### config.mk
export PLATFORM = sky130hd
export DESIGN_NAME = address_pool_allocator_flat
export DESIGN_NICKNAME = d
export VERILOG_FILES = /design/src/rtl/apa_pkg.sv /design/src/rtl/apa_ifs.sv /design/src/rtl/apa_scan.sv /design/src/rtl/address_pool_allocator.sv /design/src/flat_wrapper.sv
export SDC_FILE = /design/constraint.sdc
export NUM_CORES = 1
export LEC_CHECK = 0
export ABC_AREA = 1
export BUFFER_PORTS_ARGS = -buffer_cell sky130_fd_sc_hd__buf_2
export CAP_MARGIN = 10
export CELL_PAD_IN_SITES_DETAIL_PLACEMENT = 1
export CELL_PAD_IN_SITES_GLOBAL_PLACEMENT = 2
export CORE_ASPECT_RATIO = 1.2
export CORE_UTILIZATION = 30
export CTS_CLUSTER_DIAMETER = 150
export CTS_CLUSTER_SIZE = 40
export DETAILED_ROUTE_END_ITERATION = 12
export PLACE_DENSITY_LB_ADDON = 0.1
export SETUP_SLACK_MARGIN = 0.2
export SLEW_MARGIN = 20
export SYNTH_ARGS = -nofsm -noshare
export SYNTH_HDL_FRONTEND = slang
export SYNTH_SLANG_ARGS = --single-unit
### constraint.sdc
create_clock -name clk -period 9.17 [get_ports clk]
set_input_delay 2.751 -clock clk [delete_from_list [all_inputs] [get_ports clk]]
set_output_delay 2.751 -clock clk [all_outputs]
set_load 0.005 [all_outputs]
### src/rtl/apa_pkg.sv
// shared types and constants of the address pool allocator
package apa_pkg;

	localparam int ADDR_W           = 32;
	localparam int COUNT_W          = 9;
	localparam int WORD_W           = 32;
	localparam int WORD_B           = 5;
	localparam int POOL_ENTRIES_DEF = 256;
	localparam int CFG_IDX_W        = 1;

	localparam logic [ADDR_W-1:0] NETWORK_BASE_RST = 32'h0000_0000;
	localparam logic [ADDR_W-1:0] POOL_NETMASK_RST = 32'hFFFF_FF00;

	localparam logic [CFG_IDX_W-1:0] CFG_NETWORK_BASE = 1'b0;
	localparam logic [CFG_IDX_W-1:0] CFG_POOL_NETMASK = 1'b1;

	typedef enum logic [1:0] {
		MODE_ALLOC   = 2'd0,
		MODE_RELEASE = 2'd1,
		MODE_QUERY   = 2'd2,
		MODE_NONE    = 2'd3
	} mode_t;

	typedef enum logic [1:0] {
		ST_CLEAR,
		ST_IDLE,
		ST_EVAL
	} state_t;

	// outcome of looking at one bitmap word
	typedef struct packed {
		logic              any_free;
		logic [WORD_B-1:0] first_free;
		logic              last_word;
	} scan_t;

endpackage

### src/rtl/apa_ifs.sv
// request and response channel interfaces of the address pool allocator
interface apa_req_if;
	logic        valid;
	logic        ready;
	logic [1:0]  mode;
	logic [31:0] address;

	modport source(output valid, mode, address, input ready);
	modport sink(input valid, mode, address, output ready);
endinterface

interface apa_rsp_if;
	logic        valid;
	logic        ready;
	logic        ok;
	logic [31:0] assigned_address;
	logic        is_allocated;
	logic [8:0]  free_count;
	logic [8:0]  used_count;
	logic [8:0]  pool_total;

	modport source(output valid, ok, assigned_address, is_allocated, free_count,
		used_count, pool_total, input ready);
	modport sink(input valid, ok, assigned_address, is_allocated, free_count,
		used_count, pool_total, output ready);
endinterface

### src/rtl/apa_scan.sv
// evaluation of one bitmap word: pool bound mask and lowest free bit
module apa_scan #(
	parameter int CNT_W = 9,
	parameter int WA    = 3
) (
	input  logic [apa_pkg::WORD_W-1:0] word_data,
	input  logic [WA-1:0]              word_idx,
	input  logic [CNT_W-1:0]           total,
	output apa_pkg::scan_t             res
);

	localparam int IW = ((CNT_W > WA + apa_pkg::WORD_B) ? CNT_W : WA + apa_pkg::WORD_B) + 1;

	logic [IW-1:0]              base;
	logic [IW-1:0]              total_e;
	logic [IW-1:0]              limit;
	logic [apa_pkg::WORD_W-1:0] in_pool;
	logic [apa_pkg::WORD_W-1:0] free_bits;

	assign base    = IW'(word_idx) << apa_pkg::WORD_B;
	assign total_e = IW'(total);
	assign limit   = (total_e > base) ? (total_e - base) : '0;

	always_comb begin
		for (int b = 0; b < apa_pkg::WORD_W; b++) begin
			in_pool[b] = IW'(b) < limit;
		end
	end

	assign free_bits = ~word_data & in_pool;

	// lowest set bit wins
	always_comb begin
		res.first_free = '0;
		for (int b = apa_pkg::WORD_W - 1; b >= 0; b--) begin
			if (free_bits[b]) begin
				res.first_free = apa_pkg::WORD_B'(b);
			end
		end
		res.any_free  = |free_bits;
		res.last_word = (base + IW'(apa_pkg::WORD_W)) >= total_e;
	end

endmodule

### src/rtl/address_pool_allocator.sv
// top level of the address pool allocator: config, bitmap memory, sequencer
//
//  channel  | dir | handshake        | beat contents
//  ---------+-----+------------------+-------------------------------------------------
//  req      | in  | valid/ready      | mode, address
//  rsp      | out | valid/ready      | ok, assigned_address, is_allocated, counts
//  cfg      | in  | cfg_we only      | cfg_index, cfg_wdata (network base, netmask)
//
// release and query do one memory read, then one evaluate step (release writes back)
// allocate reads the word at the first-fit hint, then steps over each full word past
// it, one bitmap word per cycle through the single read port
// after reset and after every config write a clearing pass zeroes the bitmap,
// one word per cycle; req.ready is low meanwhile
// a finished beat waits in the response register; the next request is taken while
// it waits, and only the final evaluate step stalls behind a full response register
module address_pool_allocator #(
	parameter int POOL_ENTRIES = apa_pkg::POOL_ENTRIES_DEF
) (
	input  logic                          clk,
	input  logic                          arst_n,
	apa_req_if.sink                       req,
	apa_rsp_if.source                     rsp,
	input  logic                          cfg_we,
	input  logic [apa_pkg::CFG_IDX_W-1:0] cfg_index,
	input  logic [apa_pkg::ADDR_W-1:0]    cfg_wdata
);

	localparam int CNT_W = $clog2(POOL_ENTRIES + 1);
	localparam int WORDS = (POOL_ENTRIES + apa_pkg::WORD_W - 1) / apa_pkg::WORD_W;
	localparam int WA    = (WORDS > 1) ? $clog2(WORDS) : 1;
	localparam int CW    = apa_pkg::COUNT_W;
	localparam int AW    = apa_pkg::ADDR_W;
	localparam int WB    = apa_pkg::WORD_B;

	localparam logic [WA-1:0] LAST_WORD = WA'(WORDS - 1);

	// configuration and derived pool geometry
	logic [AW-1:0]    base_q;
	logic [AW-1:0]    mask_q;
	logic [AW-1:0]    first_q;
	logic [CNT_W-1:0] total_q;
	logic [AW-1:0]    wild;
	logic [CNT_W-1:0] total_calc;

	// sequencer state
	apa_pkg::state_t state_q, state_d;
	logic [WA-1:0]    clr_q, clr_d;
	logic [WA-1:0]    hint_q, hint_d;
	logic [CNT_W-1:0] used_q, used_d;

	// request held during evaluation
	apa_pkg::mode_t   mode_s1;
	logic [WA-1:0]    word_s1, word_d;
	logic [WB-1:0]    bit_s1;
	logic             inpool_s1;

	// bitmap memory, one bit per pool entry, set means allocated
	logic [apa_pkg::WORD_W-1:0] map_mem [WORDS];
	logic [apa_pkg::WORD_W-1:0] rdata_q;
	logic                       rd_en;
	logic [WA-1:0]              rd_addr;
	logic                       wr_en;
	logic [WA-1:0]              wr_addr;
	logic [apa_pkg::WORD_W-1:0] wr_data;

	// accept side decode
	apa_pkg::mode_t acc_mode;
	logic [AW-1:0]  acc_off;
	logic           acc_in;
	logic [WA-1:0]  acc_word;
	logic           ld_req;

	// response register
	logic          out_valid_q;
	logic          out_free;
	logic          res_ld;
	logic          res_ok;
	logic [AW-1:0] res_addr;
	logic          res_isalloc;
	logic          ok_q;
	logic [AW-1:0] addr_q;
	logic          isalloc_q;
	logic [CW-1:0] free_cnt_q;
	logic [CW-1:0] used_cnt_q;
	logic [CW-1:0] total_cnt_q;

	apa_pkg::scan_t scan;

	// pool size: wildcard minus network and broadcast, capped
	assign wild = ~mask_q;
	always_comb begin
		if (wild < AW'(2)) begin
			total_calc = '0;
		end else if ((wild - AW'(2)) > AW'(POOL_ENTRIES)) begin
			total_calc = CNT_W'(POOL_ENTRIES);
		end else begin
			total_calc = CNT_W'(wild - AW'(2));
		end
	end

	always_ff @(posedge clk or negedge arst_n) begin
		if (!arst_n) begin
			base_q  <= apa_pkg::NETWORK_BASE_RST;
			mask_q  <= apa_pkg::POOL_NETMASK_RST;
			first_q <= apa_pkg::NETWORK_BASE_RST + AW'(2);
			total_q <= '0;
		end else begin
			if (cfg_we && cfg_index == apa_pkg::CFG_NETWORK_BASE) begin
				base_q <= cfg_wdata;
			end
			if (cfg_we && cfg_index == apa_pkg::CFG_POOL_NETMASK) begin
				mask_q <= cfg_wdata;
			end
			// settles during the clearing pass that follows any write
			first_q <= base_q + AW'(2);
			total_q <= total_calc;
		end
	end

	// offset into the pool, wrapping past the top of the address space
	assign acc_mode = apa_pkg::mode_t'(req.mode);
	assign acc_off  = req.address - first_q;
	assign acc_in   = acc_off < AW'(total_q);
	always_comb begin
		if (acc_mode == apa_pkg::MODE_ALLOC) begin
			acc_word = hint_q;
		end else if (acc_in) begin
			acc_word = acc_off[WA+WB-1:WB];
		end else begin
			acc_word = '0;
		end
	end

	apa_scan #(
		.CNT_W(CNT_W),
		.WA   (WA)
	) u_scan (
		.word_data(rdata_q),
		.word_idx (word_s1),
		.total    (total_q),
		.res      (scan)
	);

	assign out_free = !out_valid_q || rsp.ready;

	// next state and memory controls; writes only in the clearing pass and the final evaluate
	// step, and the next read comes no earlier than the following cycle, so no forwarding is needed
	always_comb begin
		state_d     = state_q;
		clr_d       = clr_q;
		hint_d      = hint_q;
		used_d      = used_q;
		word_d      = word_s1;
		ld_req      = 1'b0;
		req.ready   = 1'b0;
		rd_en       = 1'b0;
		rd_addr     = hint_q;
		wr_en       = 1'b0;
		wr_addr     = word_s1;
		wr_data     = rdata_q;
		res_ld      = 1'b0;
		res_ok      = 1'b0;
		res_addr    = '0;
		res_isalloc = 1'b0;
		case (state_q)
			apa_pkg::ST_CLEAR: begin
				wr_en   = 1'b1;
				wr_addr = clr_q;
				wr_data = '0;
				clr_d   = clr_q + WA'(1);
				if (clr_q == LAST_WORD) begin
					state_d = apa_pkg::ST_IDLE;
				end
			end
			apa_pkg::ST_IDLE: begin
				req.ready = !cfg_we;
				if (req.valid && !cfg_we) begin
					ld_req  = 1'b1;
					rd_en   = 1'b1;
					rd_addr = acc_word;
					word_d  = acc_word;
					state_d = apa_pkg::ST_EVAL;
				end
			end
			apa_pkg::ST_EVAL: begin
				case (mode_s1)
					apa_pkg::MODE_ALLOC: begin
						if (!scan.any_free && !scan.last_word) begin
							// word full: words up to here stay full, move the hint on
							rd_en   = 1'b1;
							rd_addr = word_s1 + WA'(1);
							word_d  = word_s1 + WA'(1);
							hint_d  = word_s1 + WA'(1);
						end else if (out_free) begin
							res_ld  = 1'b1;
							state_d = apa_pkg::ST_IDLE;
							if (scan.any_free) begin
								wr_en    = 1'b1;
								wr_data  = rdata_q | (apa_pkg::WORD_W'(1) << scan.first_free);
								used_d   = used_q + CNT_W'(1);
								res_ok   = 1'b1;
								res_addr = first_q + AW'({word_s1, scan.first_free});
							end
						end
					end
					apa_pkg::MODE_RELEASE: begin
						if (out_free) begin
							res_ld  = 1'b1;
							state_d = apa_pkg::ST_IDLE;
							if (inpool_s1 && rdata_q[bit_s1]) begin
								wr_en   = 1'b1;
								wr_data = rdata_q & ~(apa_pkg::WORD_W'(1) << bit_s1);
								used_d  = used_q - CNT_W'(1);
								res_ok  = 1'b1;
								if (word_s1 < hint_q) begin
									hint_d = word_s1;
								end
							end
						end
					end
					apa_pkg::MODE_QUERY: begin
						if (out_free) begin
							res_ld      = 1'b1;
							state_d     = apa_pkg::ST_IDLE;
							res_ok      = inpool_s1;
							res_isalloc = inpool_s1 && rdata_q[bit_s1];
						end
					end
					default: begin
						// unused mode: counts only
						if (out_free) begin
							res_ld  = 1'b1;
							state_d = apa_pkg::ST_IDLE;
						end
					end
				endcase
			end
			default: begin
				state_d = apa_pkg::ST_CLEAR;
			end
		endcase
		// any config write restarts the clearing pass
		if (cfg_we) begin
			state_d = apa_pkg::ST_CLEAR;
			clr_d   = '0;
			hint_d  = '0;
			used_d  = '0;
		end
	end

	always_ff @(posedge clk or negedge arst_n) begin
		if (!arst_n) begin
			state_q <= apa_pkg::ST_CLEAR;
			clr_q   <= '0;
			hint_q  <= '0;
			used_q  <= '0;
		end else begin
			state_q <= state_d;
			clr_q   <= clr_d;
			hint_q  <= hint_d;
			used_q  <= used_d;
		end
	end

	// request fields kept for the evaluate cycles
	always_ff @(posedge clk) begin
		word_s1 <= word_d;
		if (ld_req) begin
			mode_s1   <= acc_mode;
			bit_s1    <= acc_off[WB-1:0];
			inpool_s1 <= acc_in;
		end
	end

	always_ff @(posedge clk) begin
		if (wr_en) begin
			map_mem[wr_addr] <= wr_data;
		end
		if (rd_en) begin
			rdata_q <= map_mem[rd_addr];
		end
	end

	// response register
	always_ff @(posedge clk or negedge arst_n) begin
		if (!arst_n) begin
			out_valid_q <= 1'b0;
		end else if (res_ld) begin
			out_valid_q <= 1'b1;
		end else if (rsp.ready) begin
			out_valid_q <= 1'b0;
		end
	end

	always_ff @(posedge clk) begin
		if (res_ld) begin
			ok_q        <= res_ok;
			addr_q      <= res_addr;
			isalloc_q   <= res_isalloc;
			free_cnt_q  <= CW'(total_q - used_d);
			used_cnt_q  <= CW'(used_d);
			total_cnt_q <= CW'(total_q);
		end
	end

	assign rsp.valid            = out_valid_q;
	assign rsp.ok               = ok_q;
	assign rsp.assigned_address = addr_q;
	assign rsp.is_allocated     = isalloc_q;
	assign rsp.free_count       = free_cnt_q;
	assign rsp.used_count       = used_cnt_q;
	assign rsp.pool_total       = total_cnt_q;

endmodule

### src/flat_wrapper.sv
// flat-port wrapper written by rule: the top's interface ports become plain ports
module address_pool_allocator_flat 
#(
	parameter int POOL_ENTRIES = apa_pkg::POOL_ENTRIES_DEF
)
  (clk, arst_n, cfg_we, cfg_index, cfg_wdata, req_valid, req_mode, req_address, req_ready, rsp_valid, rsp_ok, rsp_assigned_address, rsp_is_allocated, rsp_free_count, rsp_used_count, rsp_pool_total, rsp_ready);
  apa_req_if req_i ();
  apa_rsp_if rsp_i ();
  input  logic clk;
  input  logic arst_n;
  input  logic cfg_we;
  input  logic [apa_pkg::CFG_IDX_W-1:0] cfg_index;
  input  logic [apa_pkg::ADDR_W-1:0] cfg_wdata;
  input wire logic [$bits(req_i.valid)-1:0] req_valid;
  input wire logic [$bits(req_i.mode)-1:0] req_mode;
  input wire logic [$bits(req_i.address)-1:0] req_address;
  output wire logic [$bits(req_i.ready)-1:0] req_ready;
  output wire logic [$bits(rsp_i.valid)-1:0] rsp_valid;
  output wire logic [$bits(rsp_i.ok)-1:0] rsp_ok;
  output wire logic [$bits(rsp_i.assigned_address)-1:0] rsp_assigned_address;
  output wire logic [$bits(rsp_i.is_allocated)-1:0] rsp_is_allocated;
  output wire logic [$bits(rsp_i.free_count)-1:0] rsp_free_count;
  output wire logic [$bits(rsp_i.used_count)-1:0] rsp_used_count;
  output wire logic [$bits(rsp_i.pool_total)-1:0] rsp_pool_total;
  input wire logic [$bits(rsp_i.ready)-1:0] rsp_ready;
  assign req_i.valid = req_valid;
  assign req_i.mode = req_mode;
  assign req_i.address = req_address;
  assign req_ready = req_i.ready;
  assign rsp_valid = rsp_i.valid;
  assign rsp_ok = rsp_i.ok;
  assign rsp_assigned_address = rsp_i.assigned_address;
  assign rsp_is_allocated = rsp_i.is_allocated;
  assign rsp_free_count = rsp_i.free_count;
  assign rsp_used_count = rsp_i.used_count;
  assign rsp_pool_total = rsp_i.pool_total;
  assign rsp_i.ready = rsp_ready;
  address_pool_allocator #(.POOL_ENTRIES(POOL_ENTRIES)) u_core (.clk(clk), .arst_n(arst_n), .req(req_i), .rsp(rsp_i), .cfg_we(cfg_we), .cfg_index(cfg_index), .cfg_wdata(cfg_wdata));
endmodule
==> impl_metrics.toml, run 1 <==
[worst_setup_path]
crit_slowest_cell = "edfxtp_1"
endpoint_kind = "flop"
critPathBufInv = 5
worst-path-max-fanout = 8
cpLargestDelayFamily = "simple AND/OR/NAND/NOR gates"
slowest_delay_ns = 0.56
critPathLaunchType = "flop"
crit_arrival_ns = 8.42
required_ns = 9.50
cp_common_cell = "nand2_1"
crit_type = "reg2reg"

[floorplanning]
die_y_um = 323
fp.dieArea_sq_um = 87300
coreArea_sq_um = 85100
fp.dieW_um = 270
io_pins = 135
num_rows = 117
start_util = 0.304

[route]
drt_iter0_markers = 1050
first_pass_iters = 5
drc = 0
vias = 20100
wl_um = 86900
antenna_left = 0
via_per_inst = 4.93
wl_per_cell_um = 21.3

[yosys]
ys_seq_area_frac = 0.539
synth.top_cell.area_share = 0.419
async_flop_share = 0.255
synth-seq-cells = 483
syn_nets = 2998
syn_avg_cell_area_sq_um = 9.07
synth_warnings = 0
synthCells = 2847
synthTopCellsByArea = "edfxtp_1 (42%), nand2_1 (9.5%), dfrtp_1 (9.5%)"
synth-edff-count = 360
syn_area_sq_um = 25800
synthFlopType = "edfxtp_1"
ys_types = 62
yosysTopAreaCell = "edfxtp_1"

[finish]
utilization = 0.333
drive_gt1_frac = 0.0969
multiInputGateArea_sq_um = 9970
final_cell_mix = "nand2_1 (651), inv_1 (385), edfxtp_1 (360)"
n_antenna_cell = 0
area_delta_synth_final_pct = 9.52
nets = 3081
final_common_cell = "nand2_1"
seqCellArea_sq_um = 13900
fill_cells = 9913

[grt]
gr-total-overflow = 0
grt_pass1_wl_um = 131000
antenna_found_initial = 8
grt_pass1_vias = 21500
grt_max_degree = 97
grtUsageTotal = 0.197

[timing]
rsz0062_at_grt = "false"
hold_violations = 0
fmaxAchievable_mhz = 124
relSlewSlack = 0.309
min_period_ns = 8.09
setup_violations = 0
tightest_slew_ns = 1.03
setup_tns_ns = 0
slew_viol_final = 0
finalCritPeriodShare = 0.882
clock_skew_ns = 0.0601

[clock_network]
cts_tree = "done"
cts_root_buffer = "clkbuf_16"
post_cts_resized = 0
clockBufferDepth = 3
cts_sinks = 483
clock_latency_ns = 0.61
clk_pin_slew_worst_paths_ns = 0.16
cts_made_buffers = 16
cts.htree.levels = 1
holdBufCountCts = 0
cts_setup_buffers = 0

[hold_path]
hp-class = "reg2reg"

[outcome]
status = "finished, final reports clean"

[pwr]
powerDensity_nw_per_um2 = 329
ir_drop_mv = 0.313
p_leak_nw = 11.9

[placement]
place_hpwl_um = 61400
routabilityCongestion = 0.861
port_buffers = 134

[job]
max_cap_violations = 0
## worst reg2reg max path: cells and delay by family (launching register included)
kind,cells,cell delay (ns)
compound gates,11,1.75
flops,1,0.56
fa+ha+maj,2,0.57
simple gates,27,4.20
buf+inv,5,0.73
## metal layers
layer,track usage,up-vias,part of all wire
met5,0,-,0.00012
met2,0.369,246,0.52
met1,0.245,10100,0.44
met3,0.0130,81,0.019
li1,-,9659,-
met4,0.0463,2,0.022
## layout make-up
cell class | count | share of cell area
multi-input combinational | 1858 | 0.353
clock inverter | 4 | 0.00164
clock buffer | 24 | 0.0160
sequential | 483 | 0.492
tap | 1130 | 0.0500
timing repair buffer | 166 | 0.0341
inverter | 405 | 0.0537
## cells in the mapped netlist (5+ instances only)
master      n
o21ai_2    10
o21a_1      5
o211ai_1   17
inv_1     385
nor2_2      7
o21ai_0   142
a31oi_1    17
buf_6      11
xor2_1     55
o21bai_1    6
dfstp_2    25
o21ai_1    46
edfxtp_1  360
nand4_1    38
ha_1       75
nand3_1   197
nor3_2      5
o22ai_1    17
buf_2      23
clkbuf_1   55
nor4_1     10
xnor2_1    24
nand2_1   654
nand2_2     5
o311ai_0   12
a211oi_1    5
nor2_1    219
inv_2      16
a21oi_1   102
a21oi_2     5
buf_1       6
nand3b_1   98
nor3_1     39
nor3b_1     7
dfrtp_1    98
## power breakdown
| group | leakage, nW | internal, W | total, W | switching, W |
|---|---|---|---|---|
| Sequential | 4.83 | 0.00329 | 0.00352 | 0.000229 |
| Combinational | 6.87 | 0.00129 | 0.00471 | 0.00342 |
| Clock | 0.240 | 0.000361 | 0.00107 | 0.000709 |
| Total | 11.9 | 0.00494 | 0.00930 | 0.00436 |
## sequential cells by signal, summed over array words and instances (netlist names), 2 cells and up
signal and count:
u_core.base_q 32, u_core.bit_s1 5, u_core.clr_q 3, u_core.first_q 32, u_core.hint_q 3, u_core.map_mem 256
u_core.mask_q 32, u_core.mode_s1 2, u_core.rdata_q 32, u_core.rsp.assigned_address 32, u_core.rsp.free_count 9, u_core.rsp.pool_total 9
u_core.rsp.used_count 9, u_core.state_q 2, u_core.total_q 9, u_core.used_q 9, u_core.word_s1 3
## stage by stage
step                      worst slack, ns  cells  hold WS (ns)  instance area (sq um)  power [W]
after floorplan                      2.50   2847         0.354                  25800    0.00668
after global placement               1.02   4042         0.364                  27800    0.00826
after detailed placement            0.883   4042         0.364                  27800    0.00841
after CTS                            1.13   4070         0.400                  28300    0.00949
after global routing                0.243   4070         0.413                  28300     0.0100
final                                1.08   4070         0.400                  28300    0.00930
## cells by family (layout without fill, tap and decap cells)
logic type | after synthesis | in the layout | synth area share
AND/OR/NAND/NOR | 1292 | 1292 | 0.224
flip-flops | 483 | 483 | 0.539
AO/OA/AOI/OAI | 407 | 407 | 0.0913
XOR/XNOR | 80 | 80 | 0.0274
adder cells (fa/ha/maj) | 79 | 79 | 0.0394
buffers and inverters | 506 | 599 | 0.0790
## path summary, 6_finish.rpt
check                      slack (ns)  cells past startpoint                                       endpoint                          from
max in group asynchronous        5.56                      2                  u_core.base_q[23]$_DFFE_PN0P_                        arst_n
min in group asynchronous        2.23                      1                     u_core.used_q[8]$_DFF_PN0_                        arst_n
setup reg to reg                 1.08                     45  u_core.rsp.assigned_address[31]$_SDFFCE_PP0P_   u_core.word_s1[0]$_DFFE_PP_
setup / recovery                 1.08                     45  u_core.rsp.assigned_address[31]$_SDFFCE_PP0P_   u_core.word_s1[0]$_DFFE_PP_
hold / removal                   0.40                      0                    u_core.first_q[0]$_DFF_PN0_  u_core.base_q[0]$_DFFE_PN0P_
hold reg to reg                  0.40                      0                    u_core.first_q[0]$_DFF_PN0_  u_core.base_q[0]$_DFFE_PN0P_
Power figures use the tool's default switching activity.
==> run 2: changes to the inputs <==
CAP_MARGIN = not set   (was 10)
SYNTH_HIERARCHICAL = 1   (was not set)
==> impl_metrics.toml, run 2 <==
[grt]
grt_pass1_wl_um = 151000
grtUsageTotal = 0.214
antenna_found_initial = 11
grt_pass1_vias = 24100
gr-total-overflow = 0
grt_max_degree = 129

[floorplanning]
coreArea_sq_um = 91000
fp.dieArea_sq_um = 93300
io_pins = 135
fp.dieW_um = 279
die_y_um = 334
start_util = 0.304
num_rows = 121

[route]
vias = 22900
top_layer = "met5"
wl_per_cell_um = 21.4
wl_met3_um = 3150
drt_iter0_markers = 1014
drc = 0
wl_met2_um = 53900
antenna_left = 0
wl_um = 100000
met1_length_um = 41300
via_per_inst = 4.89
first_pass_iters = 5

[finish]
drive_gt1_frac = 0.0840
regMostFlops = "u_core/map_mem"
final_common_cell = "nand2_1"
nets = 3594
area_delta_synth_final_pct = 9.62
fin_cells = 4686
fill_cells = 10900
largest_reg_flops = 256
final_cell_mix = "nand2_1 (856), inv_1 (644), nand3_1 (372)"

[worst_setup_path]
crit_slowest_cell = "edfxtp_1"
endpoint_kind = "flop"
worst-path-max-fanout = 7
required_ns = 9.47
crit_type = "reg2reg"
slowest_delay_ns = 0.55
critPathLaunchType = "flop"
cp_common_cell = "nand2_1"
crit_arrival_ns = 7.76

[yosys]
ys_seq_area_frac = 0.504
yosysTopAreaCell = "edfxtp_1"
synthCells = 3366
synthTopCellsByArea = "edfxtp_1 (39%), nand2_1 (12%), dfrtp_1 (8.9%)"
synth_warnings = 6
syn_area_sq_um = 27600
synth-seq-cells = 483
syn_avg_cell_area_sq_um = 8.20
syn_nets = 3518
synth-edff-count = 360
async_flop_share = 0.255
ys_types = 58
synth.most_common_cell = "nand2_1"
synthFlopType = "edfxtp_1"
synth_commonest_cells = "nand2_1 (860), inv_1 (645), nand3_1 (372)"
synth.top_cell.area_share = 0.391

[clock_network]
clk_pin_slew_worst_paths_ns = 0.15
post_cts_resized = 0
holdBufCountCts = 0
cts_sinks = 483
cts.htree.levels = 1
cts_tree = "done"
clockBufferDepth = 3
cts_root_buffer = "clkbuf_16"
cts_made_buffers = 16
clock_latency_ns = 0.61
cts_setup_buffers = 0

[timing]
slew_viol_final = 0
clock_skew_ns = 0.0667
fmaxAchievable_mhz = 134
hold_violations = 0
rsz0062_at_grt = "false"
setup_violations = 0
relSlewSlack = 0.278
finalCritPeriodShare = 0.813
setup_tns_ns = 0
timing.hold.ws_ns = 0.430
min_period_ns = 7.46
tightest_slew_ns = 1.08

[job]
max_cap_violations = 0

[pwr]
swShare = 0.467
powerDensity_nw_per_um2 = 291
p_leak_nw = 13.9
p_comb_frac = 0.493
clockPowerShare = 0.120
total_power_w = 0.00880
p_int_w = 0.00469
ir_drop_mv = 0.232
power_frac_seq = 0.387
p_sw_w = 0.00411

[hold_path]
hp-class = "reg2reg"

[outcome]
status = "finished, final reports clean"

[placement]
port_buffers = 134
place_inst = 4653
place_hpwl_um = 73700
routabilityCongestion = 0.882
[run 2: cell types whose count changed after synthesis, sizes merged, moves of 15 or more]
cell / previous run / this run
inv: 401 / 655
o21ai: 198 / 134
nor2: 226 / 202
nand3: 198 / 375
nor3: 44 / 76
xnor2: 25 / 10
o32ai: 3 / 19
nand2: 661 / 869
nand3b: 98 / 8
[run 2: layout make-up]
cell class,count,area [sq um],share of cell area
Tap cell,1230,1540,0.0508
Antenna cell,4,10.0,0.000331
Multi-Input combinational cell,2116,10900,0.359
Timing Repair Buffer,167,950,0.0314
Clock inverter,2,46.3,0.00153
Inverter,658,2470,0.0816
Sequential cell,483,13900,0.460
Clock buffer,26,459,0.0152
[run 2: cells by family after synthesis]
kind of cell	Yosys count	share of synthesized area
compound gates	360	0.0767
xor+xnor	60	0.0190
fa+ha+maj	80	0.0373
buf+inv	767	0.109
flops	483	0.504
simple gates	1616	0.254
[run 2: critical path: cells and delay by family, from the launching register on]
family	cells	cell delay [ns]
compound gates	8	1.59
fa+ha+maj	3	1.03
buf+inv	3	0.25
flops	1	0.55
simple gates	45	3.72
[run 2: path summary, 6_finish.rpt]
| check | start | to | slack [ns] | cells after the start |
|---|---|---|---|---|
| max | u_core/word_s1[2]$_DFFE_PP_ | u_core/rsp.assigned_address[20]$_SDFFCE_PP0P_ | 1.71 | 59 |
| min | u_core/base_q[0]$_DFFE_PN0P_ | u_core/first_q[0]$_DFF_PN0_ | 0.43 | 0 |
| max reg2reg | u_core/word_s1[2]$_DFFE_PP_ | u_core/rsp.assigned_address[20]$_SDFFCE_PP0P_ | 1.71 | 59 |
| min reg2reg | u_core/base_q[0]$_DFFE_PN0P_ | u_core/first_q[0]$_DFF_PN0_ | 0.43 | 0 |
| max in group asynchronous | arst_n | u_core/first_q[3]$_DFF_PN0_ | 5.74 | 2 |
| min in group asynchronous | arst_n | u_core/base_q[27]$_DFFE_PN0P_ | 2.10 | 1 |
[run 2: layer usage]
layer  vias to the layer above  global-route usage
li1                      11100                   -
met1                     11500               0.252
met2                       285               0.413
met3                        91              0.0233
met4                        12              0.0440
met5                         -                   0
[run 2: power groups by stage]
stage | Clock [W] | Sequential [W] | Combinational [W]
6_report | 0.00106 | 0.00341 | 0.00434
4_1_cts | 0.00111 | 0.00341 | 0.00443
5_1_grt | 0.00117 | 0.00345 | 0.00488
3_3_place_gp | 0 | 0.00345 | 0.00431
2_1_floorplan | 0 | 0.00337 | 0.00290
3_5_place_dp | 0 | 0.00346 | 0.00442
[run 2: per-stage QoR]
stage                     cell area, sq um  worst slack (ns)  utilization
after floorplan                      27600              3.09            -
after global placement               29700              1.98        0.326
after detailed placement             29700              1.87        0.326
after CTS                            30200              1.79        0.332
after global routing                 30300             0.660        0.333
final                                30300              1.71        0.333
==> run 3: changes to the inputs <==
ABC_AREA = 0   (was 1)
clock period = 6.1 ns   (was 9.17 ns; I/O delays follow)
==> impl_metrics.toml, run 3 <==
[outcome]
status = "finished, final reports clean"

[finish]
final_common_cell = "edfxtp_1"
fill_cells = 9029
regMostFlops = "u_core/map_mem"
drive_gt1_frac = 0.351
final_cell_mix = "edfxtp_1 (360), buf_4 (229), nand2_1 (147)"
largest_reg_flops = 256
nets = 2652
seqCellArea_sq_um = 13900
multiInputGateArea_sq_um = 12000
fin_cells = 3632
utilization = 0.383
area_delta_synth_final_pct = 25.7

[yosys]
synth.top_cell.area_share = 0.424
syn_avg_cell_area_sq_um = 12.0
synthCells = 2124
synthFlopType = "edfxtp_1"
ys_types = 102
ys_seq_area_frac = 0.546
syn_area_sq_um = 25500
yosysTopAreaCell = "edfxtp_1"
synth-edff-count = 360
async_flop_share = 0.255
synth-seq-cells = 483
syn_nets = 2276
synth_warnings = 6
synthTopCellsByArea = "edfxtp_1 (42%), dfrtp_1 (9.6%), mux2_2 (5.7%)"
synth.most_common_cell = "edfxtp_1"
synth_commonest_cells = "edfxtp_1 (360), nand2_1 (153), a21oi_1 (131)"

[route]
antenna_left = 0
first_pass_iters = 4
drc = 0
wl_per_cell_um = 24.2
via_per_inst = 5.19
wl_um = 87900
drt_iter0_markers = 911
vias = 18800

[placement]
routabilityCongestion = 0.845
port_buffers = 134
place_hpwl_um = 63700
place_inst = 3513
place_ws_ns = -0.486

[clock_network]
clk_pin_slew_worst_paths_ns = 0.15
cts_made_buffers = 16
clock_latency_ns = 0.59
holdBufCountCts = 0
cts.htree.levels = 1
cts_sinks = 483
cts_tree = "done"
clockBufferDepth = 3
cts_root_buffer = "clkbuf_16"

[pwr]
ir_drop_mv = 0.254
total_power_w = 0.0123
powerDensity_nw_per_um2 = 383
p_leak_nw = 11.9

[timing]
finalCritPeriodShare = 0.979
hold_violations = 0
clock_skew_ns = 0.0322
setup_slack_ns = 0.130
setup_violations = 0
relSlewSlack = 0.375
rsz0062_at_grt = "true"
slew_viol_final = 0
min_period_ns = 5.97
tightest_slew_ns = 0.935
fmaxAchievable_mhz = 168

[worst_setup_path]
slowest_delay_ns = 0.47
required_ns = 6.46
reg2reg_slack_ns = 0.13
worst-path-max-fanout = 4
crit_arrival_ns = 6.33
endpoint_kind = "flop"
crit_type = "reg2reg"
critPathLaunchType = "flop"
crit_slowest_cell = "edfxtp_1"

[floorplanning]
coreArea_sq_um = 83700
io_pins = 135
die_y_um = 321
num_rows = 116
fp.dieArea_sq_um = 86100
fp.dieW_um = 268
start_util = 0.304

[grt]
grt_max_degree = 82
grt_pass1_wl_um = 128000
grt_pass1_vias = 20000
gr-total-overflow = 0
grtUsageTotal = 0.200
antenna_found_initial = 8

[job]
max_cap_violations = 0

[hold_path]
hp-class = "reg2reg"
[run 3: worst max-delay path, delay by kind of cell (launching register included)]
kind | cells | cell delay [ns]
buffers and inverters | 6 | 0.66
and+or+nand+nor | 7 | 1.42
adders and majority gates | 4 | 1.26
xor gates and xnor gates | 1 | 0.19
AOI/OAI and AO/OA | 10 | 1.73
DFF | 1 | 0.47
[run 3: path summary, 6_finish.rpt]
| check | from | end | depth (start not counted) |
|---|---|---|---|
| worst max-delay path | u_core/word_s1[0]$_DFFE_PP_ | u_core/rsp.assigned_address[30]$_SDFFCE_PP0P_ | 28 |
| worst min-delay path | u_core/base_q[0]$_DFFE_PN0P_ | u_core/first_q[0]$_DFF_PN0_ | 0 |
| worst max register to register | u_core/word_s1[0]$_DFFE_PP_ | u_core/rsp.assigned_address[30]$_SDFFCE_PP0P_ | 28 |
| worst min register to register | u_core/base_q[0]$_DFFE_PN0P_ | u_core/first_q[0]$_DFF_PN0_ | 0 |
| max in group asynchronous | arst_n | u_core/mask_q[22]$_DFFE_PN1P_ | 2 |
| min in group asynchronous | arst_n | u_core/base_q[28]$_DFFE_PN0P_ | 1 |
[run 3: cells by family (layout without fill, tap and decap cells)]
logic type | after synthesis | in the layout | synth area share
flops | 483 | 483 | 0.546
other cells | 0 | 1 | 0
buf+inv | 193 | 579 | 0.0325
mux | 210 | 210 | 0.0937
xor+xnor | 90 | 90 | 0.0309
simple gates | 576 | 576 | 0.116
fa+ha+maj | 80 | 80 | 0.0404
compound gates | 492 | 492 | 0.140
[run 3: routing by layer]
layer	global-route usage	part of all wire	up-vias
li1	-	-	8768
met3	0.0278	0.038	73
met4	0.0503	0.020	12
met2	0.378	0.54	278
met5	0	0.00078	-
met1	0.232	0.40	9702
[run 3: repair_timing]
action	4_1_cts	5_1_grt
gates resized for setup	77	222
pin swaps	34	113
setup endpoints to repair	56	83
gates cloned	2	10
buffers inserted	50	28
[run 3: stage by stage]
step	area, sq um	setup TNS, ns	hold WS (ns)
finish	32000	0	0.404
global route	32000	-0.271	0.424
CTS	30600	0	0.415
detailed placement	29300	-16.41	0.381
global placement	29300	-13.57	0.372
floorplan	25600	0	0.350
[run 3: final cells by class]
cell class / instances / share of cell area
Inverter: 104 / 0.0123
Antenna cell: 1 / 0.0000781
Clock buffer: 25 / 0.0142
Multi-Input combinational cell: 1448 / 0.375
Clock inverter: 3 / 0.00148
Timing Repair Buffer: 447 / 0.119
Tap cell: 1121 / 0.0438
Sequential cell: 483 / 0.434
[run 3: where the power goes]
group          leakage (nW)  total, W  switching (W)  internal (W)
Clock                 0.239   0.00157        0.00103      0.000544
Sequential             4.80   0.00488       0.000340       0.00454
Combinational          6.84   0.00582        0.00304       0.00279
